==> src/rtl/core/crev_pkg.sv <==
// Types, register indexes and saturating Q16.16 arithmetic for the circulation rate evaluator
package crev_pkg;

  typedef logic signed [31:0] q_t;

  localparam q_t Q_MAX  = 32'sh7FFF_FFFF;
  localparam q_t Q_MIN  = 32'sh8000_0000;
  localparam q_t Q_ZERO = 32'sh0000_0000;

  localparam int unsigned CFG_IDX_W  = 3;
  localparam int unsigned CFG_DATA_W = 64;

  // Configuration register indexes
  localparam logic [CFG_IDX_W-1:0] REG_SYS_ART_STORAGE    = 3'd0;
  localparam logic [CFG_IDX_W-1:0] REG_SYS_ART_FLOW_TERMS = 3'd1;
  localparam logic [CFG_IDX_W-1:0] REG_SYS_VEN_STORAGE    = 3'd2;
  localparam logic [CFG_IDX_W-1:0] REG_SYS_CONDUCTANCES   = 3'd3;
  localparam logic [CFG_IDX_W-1:0] REG_PUL_ART_STORAGE    = 3'd4;
  localparam logic [CFG_IDX_W-1:0] REG_PUL_ART_FLOW_TERMS = 3'd5;
  localparam logic [CFG_IDX_W-1:0] REG_PUL_VEN_STORAGE    = 3'd6;
  localparam logic [CFG_IDX_W-1:0] REG_PUL_CONDUCTANCES   = 3'd7;

  typedef struct packed {
    q_t left_vent_pressure;
    q_t right_vent_pressure;
    q_t sys_art_volume;
    q_t sys_ven_volume;
    q_t pul_art_volume;
    q_t pul_ven_volume;
  } in_t;

  typedef struct packed {
    q_t sys_art_pressure;
    q_t sys_ven_pressure;
    q_t pul_art_pressure;
    q_t pul_ven_pressure;
    q_t left_vent_rate;
    q_t sys_art_rate;
    q_t sys_ven_rate;
    q_t right_vent_rate;
    q_t pul_art_rate;
    q_t pul_ven_rate;
    q_t stroke_diff_rate;
  } out_t;

  // Flow coefficients taken from the configuration registers
  typedef struct packed {
    q_t g_aortic;
    q_t r_sys_art;
    q_t g_sys_per;
    q_t g_sys_ven;
    q_t g_pul_valve;
    q_t r_pul_art;
    q_t g_pul_per;
    q_t g_pul_ven;
  } coef_t;

  // Clamp a 33-bit sum or difference to the Q16.16 range
  function automatic q_t sat33(input logic signed [32:0] v);
    q_t r;
    if (v[32] != v[31]) begin
      r = v[32] ? Q_MIN : Q_MAX;
    end else begin
      r = v[31:0];
    end
    return r;
  endfunction

  function automatic q_t qsub(input q_t a, input q_t b);
    logic signed [32:0] s;
    s = {a[31], a} - {b[31], b};
    return sat33(s);
  endfunction

  function automatic q_t qadd(input q_t a, input q_t b);
    logic signed [32:0] s;
    s = {a[31], a} + {b[31], b};
    return sat33(s);
  endfunction

  // Full product, floor shift by 16, then clamp
  function automatic q_t qmul(input q_t a, input q_t b);
    logic signed [63:0] p;
    logic signed [63:0] s;
    q_t r;
    p = 64'(a) * 64'(b);
    s = p >>> 16;
    if (&s[63:31] || ~|s[63:31]) begin
      r = s[31:0];
    end else begin
      r = s[63] ? Q_MIN : Q_MAX;
    end
    return r;
  endfunction

endpackage

==> src/rtl/core/crev_compliance.sv <==
// Compliance pressure of one vessel: excess volume, then elastance product (two stages)
module crev_compliance (
  input  logic        clk,
  input  logic        advance,
  input  crev_pkg::q_t volume,
  input  crev_pkg::q_t unstressed,
  input  crev_pkg::q_t elastance,
  output crev_pkg::q_t pressure
);
  import crev_pkg::*;

  q_t excess;
  q_t press;

  // Stage one: volume above the unstressed volume
  always_ff @(posedge clk) begin
    if (advance) begin
      excess <= qsub(volume, unstressed);
    end
  end

  // Stage two: scale by elastance
  always_ff @(posedge clk) begin
    if (advance) begin
      press <= qmul(excess, elastance);
    end
  end

  assign pressure = press;

endmodule

==> config.mk <==
export PLATFORM = sky130hd
export DESIGN_NAME = crev_compliance
export DESIGN_NICKNAME = d
export VERILOG_FILES = /design/src/rtl/core/crev_pkg.sv /design/src/rtl/core/crev_compliance.sv
export SDC_FILE = /design/constraint.sdc
export NUM_CORES = 2
export LEC_CHECK = 0
export BUFFER_PORTS_ARGS = -buffer_cell sky130_fd_sc_hd__clkbuf_2
export CORE_MARGIN = 2
export CORE_UTILIZATION = 40
export CTS_BUF_LIST = sky130_fd_sc_hd__clkbuf_4 sky130_fd_sc_hd__clkbuf_8 sky130_fd_sc_hd__clkbuf_16
export CTS_CLUSTER_DIAMETER = 150
export DETAILED_ROUTE_END_ITERATION = 12
export PLACE_DENSITY = 0.6
export SETUP_SLACK_MARGIN = 0.4
export SLEW_MARGIN = 20
export SYNTH_ARGS = -nofsm -noshare
export SYNTH_HDL_FRONTEND = slang
export SYNTH_SLANG_ARGS = --single-unit
==> constraint.sdc <==
create_clock -name clk -period 16.2 [get_ports clk]
set_input_delay 2.43 -clock clk [delete_from_list [all_inputs] [get_ports clk]]
set_output_delay 2.43 -clock clk [all_outputs]
set_load 0.01 [all_outputs]
# Word level (Yosys, flattened, before mapping)
# Cells that the tools add are included.
[word_totals] reg_bits=64 inputBits=98
[op_classes] n_reduce_logical=4 addsub=1 n_eq_ne=1 multipliers=1 mux=4
[op_table] op="$mux W32" count=4
[op_table] op="$mul A32 B32 Y64" count=1
[op_table] op="$sub A32 B32 Y33" count=1
[op_table] op="$reduce_and A17 Y1" count=1
[op_table] op="$reduce_or A17 Y1" count=1
[op_table] op="$logic_not A1 Y1" count=1
[op_table] op="$logic_or A1 B1 Y1" count=1
[op_table] op="$ne A1 B1 Y1" count=1

# Depth between registers and ports, before layout
[depth] word_depth=5 ltp_mapped=32 mapped_depth_nobuf=29

# Worst setup path after synthesis
# No wires, ideal clock.
[synth_path] path_type="input -> register" start="input elastance[2]" end="register press[10] (netlist: pressure[10]) (data pin)" setup_ns=0.272 path_slack_ns=5.203 t_arrival_ns=10.725 t_required_ns=15.928 cell_stages=29 cell_sequence="clkbuf_1 -> nand2_1 -> inv_1 -> fa_1 -> fa_1 -> fa_1 -> inv_1 -> fa_1 -> inv_1 -> fa_1 -> fa_1 -> inv_1 -> fa_1 -> fa_1 -> inv_1 -> ha_1 -> clkbuf_1 -> nand2_1 -> nor2_1 -> nand2_1 -> o21ai_0 -> a31oi_1 -> o41ai_4 -> inv_2 -> and3_1 -> o311a_1 -> nor2_4 -> buf_6 -> mux2i_1"
[synth_via] elab_chain_len=5 word_cells_on_any_way=7 cone_classes="1 x mul; 2 x mux; 4 x reduce/logical"
[synth_lines] item="start: declaration" line_no="crev_compliance.sv:7" source="input crev_pkg::q_t elastance,"
[synth_lines] item="$mul A32 B32 Y64 (*)" line_no="crev_pkg.sv:86" source="p = 64'(a) * 64'(b);"
[synth_lines] item="$reduce_or A17 Y1" line_no="crev_pkg.sv:88" source="if (&s[63:31] || ~|s[63:31]) begin"
[synth_lines] item="$logic_not A1 Y1" line_no="crev_pkg.sv:88"
[synth_lines] item="$logic_or A1 B1 Y1" line_no="crev_pkg.sv:88"
[synth_lines] item="$mux W32 (*)" line_no="crev_pkg.sv:88"
[synth_lines] item="end signal: assignment" line_no="crev_compliance.sv:25" source="press <= qmul(excess, elastance);"
[synth_lines] item="end: declaration" line_no="crev_compliance.sv:13" source="q_t press;"
# Every way passes the cells marked *; elsewhere a longest branch is shown, timed or not.
# A chain may end at the register's enable or synchronous reset.

# Final worst setup path
[layout_path] start="input elastance[3]" end="register press[6] (netlist: pressure[6]) (data pin)"
# Same word-level chain as after synthesis.

==> impl_metrics.tcl <==
set metrics [dict create \
    status "finished clean" \
    cp-start-kind "primary input" \
    hp-class "register to register" \
    cts_buffers 9 \
    area_delta_synth_final_pct 5.14 \
    clk_latency_ps 380 \
    cts_root_buf "clkbuf_16" \
    final_common_cell "fa_1" \
    multi_input_area_um2 34200 \
    clk_pin_slew_ps 80 \
    ys.flop_type "edfxtp_1" \
    min_period_ps 12260 \
    hold_violations 0 \
    gp_congestion 0.890 \
    holdPathEnd "pressure[0]$_DFFE_PP_" \
    ctsHtreeMaxLevel 3 \
    wl_met2_um 56900 \
    cts_tree "yes" \
    fin_cells 5641 \
    min_from "excess[1]$_DFFE_PP_" \
    synth_area_leaders "fa_1 53%, inv_1 8.9%, and2_1 7.8%" \
    grt_max_degree 65 \
    r2r_cells 26 \
    fin_area_um2 42800 \
    ant_nets 0 \
    tns_ps 0 \
    ys_warn_count 0 \
    rows 116 \
    synth_edf_count 64 \
    maxSlewViolCount 0 \
    cts_buffer_depth 2 \
    route.top_layer_used "met5" \
    slew_headroom_pct 25.3 \
    synth.distinct_cells 75 \
    synth_top_area_share_pct 53.2 \
    setup_viol 0 \
    hold_path_depth 7 \
    synth-seq-cells 64 \
    drt-initial-drc-count 1650 \
    first_pass_iters 7 \
    rrSetupSlack_ps 5860 \
    synthCells 4329 \
    vias 29000 \
    via_per_inst 5.14 \
    ys_seq_area_share_pct 4.72 \
    die_w_um 323 \
    met3_length_um 5830 \
    io_buffers 129 \
    initial_core_util_pct 40.5 \
    cts_resized 0 \
    drv_cap 0 \
    dpl.hpwl_um 92000 \
    skew_ps 16.9 \
    drc 0 \
    syn_area_um2 40700 \
    antenna_found_initial 7 \
    wirelength_um 111000 \
    syn_nets 5721 \
    wl_met1_um 43600 \
    ff_latch_area_um2 1920 \
    postPlaceCellArea_um2 42400 \
    async_flop_share_pct 0 \
    drive_above_1_share_pct 4.93 \
    layout_common_cells "1,082 x fa_1, 966 x inv_1, 561 x nand2_1" \
    tightest_slew_ps 1090 \
    rsz0062_at_grt "no" \
    cp_max_fo 32 \
    die_y_um 323 \
    coreArea_um2 100000 \
    r2r_end "pressure[6]$_DFFE_PP_" \
    synth_area_leader_cell "fa_1" \
    finalNetCount 5667 \
    worstSetupPathType "primary input to register" \
    grt_overflow 0 \
    cp.required_ps 16420 \
    avgSynthCellArea_um2 9.40 \
    wl_per_cell_um 19.8 \
    postCtsSetupBuffers 0 \
    critPathCaptureType "register" \
    arrival_ps 12480 \
    max_freq_ghz 0.0816 \
    r2r-start "excess[31]$_DFFE_PP_" \
    fin_util_pct 42.6 \
    grt_usage_pct 22.5 \
    holdBufCountCts 0 \
    boundaryPins 130 \
    grt_pass1_vias 31900 \
    placed_cells 5620 \
    min_period_over_period_pct 75.7 \
    cts.sinks 64 \
    grt_pass1_wl_um 179000 \
    die-area_um2 104000 \
    fill_cells 9965 \
]
[cell usage after synthesis, drive strengths merged, types with 28 or more instances]
| cell | instances |
|---|---|
| nand4 | 28 |
| nor2 | 80 |
| edfxtp | 64 |
| ha | 212 |
| and2 | 508 |
| a21o | 32 |
| nand2 | 561 |
| o21ai | 83 |
| fa | 1082 |
| xnor2 | 58 |
| a21oi | 102 |
| clkbuf | 218 |
| inv | 967 |
| mux2i | 35 |
[cell type report]
cell class | instances | share of cell area, %
multi-input combinational | 3059 | 79.9
clock buffer | 9 | 0.526
sequential | 64 | 4.49
antenna | 4 | 0.0234
clock inverter | 7 | 0.240
tap | 1357 | 3.97
inverter | 967 | 8.48
timing repair buffer | 174 | 2.33
[logic make-up after synthesis]
family	after synthesis	synth area share [%]
and+or+nand+nor	1305	16.1
adders and majority gates	1303	60.0
buffers and inverters	1206	11.2
AOI/OAI and AO/OA	331	5.22
xor gates and xnor gates	84	1.81
DFF	64	4.72
muxes	36	0.889
[worst max-delay path: stages]
cell      delay, ps
clkbuf_2        400
and2_1          370
fa_1            580
fa_1            470
fa_1            820
inv_1           210
fa_1            960
inv_1           430
fa_1            570
fa_1            560
fa_1            440
fa_1            470
ha_1            590
nand2_1         170
nor2_1          210
nand2_1          70
o21ai_0         500
a31oi_1         160
o41ai_4         520
inv_2            80
and3_1          180
o311a_1         380
nor2_4          390
buf_12          260
mux2i_1         220
[worst max-delay path by stage]
stage | from | end | slack [ps] | cells past startpoint
after floorplan | elastance[2] | pressure[10]$_DFFE_PP_ | 5200 | 29
after global placement | elastance[3] | pressure[3]$_DFFE_PP_ | 3440 | 26
after detailed placement | elastance[3] | pressure[16]$_DFFE_PP_ | 3220 | 24
after CTS | elastance[3] | pressure[16]$_DFFE_PP_ | 3600 | 24
after global routing | elastance[3] | pressure[6]$_DFFE_PP_ | 3330 | 25
final | elastance[3] | pressure[6]$_DFFE_PP_ | 3940 | 25
[registers in the layout, indices dropped and copies added (netlist names)]
register / flops
excess: 32
pressure: 32
[stage by stage]
stage / hold slack [ps] / setup slack, ps
2_1_floorplan: 1170 / 5200
3_3_place_gp: 1810 / 3440
3_5_place_dp: 1790 / 3220
4_1_cts: 1820 / 3600
5_1_grt: 1940 / 3330
6_report: 1840 / 3940
[metal layers]
| layer | track usage [%] | up-vias |
|---|---|---|
| li1 | - | 12700 |
| met1 | 28.3 | 15200 |
| met2 | 39.4 | 864 |
| met3 | 2.40 | 225 |
| met4 | 9.22 | 8 |
| met5 | 0 | - |
Power is not shown: default switching activity piles up to over one toggle a cycle in this logic, so the estimate is an artifact.
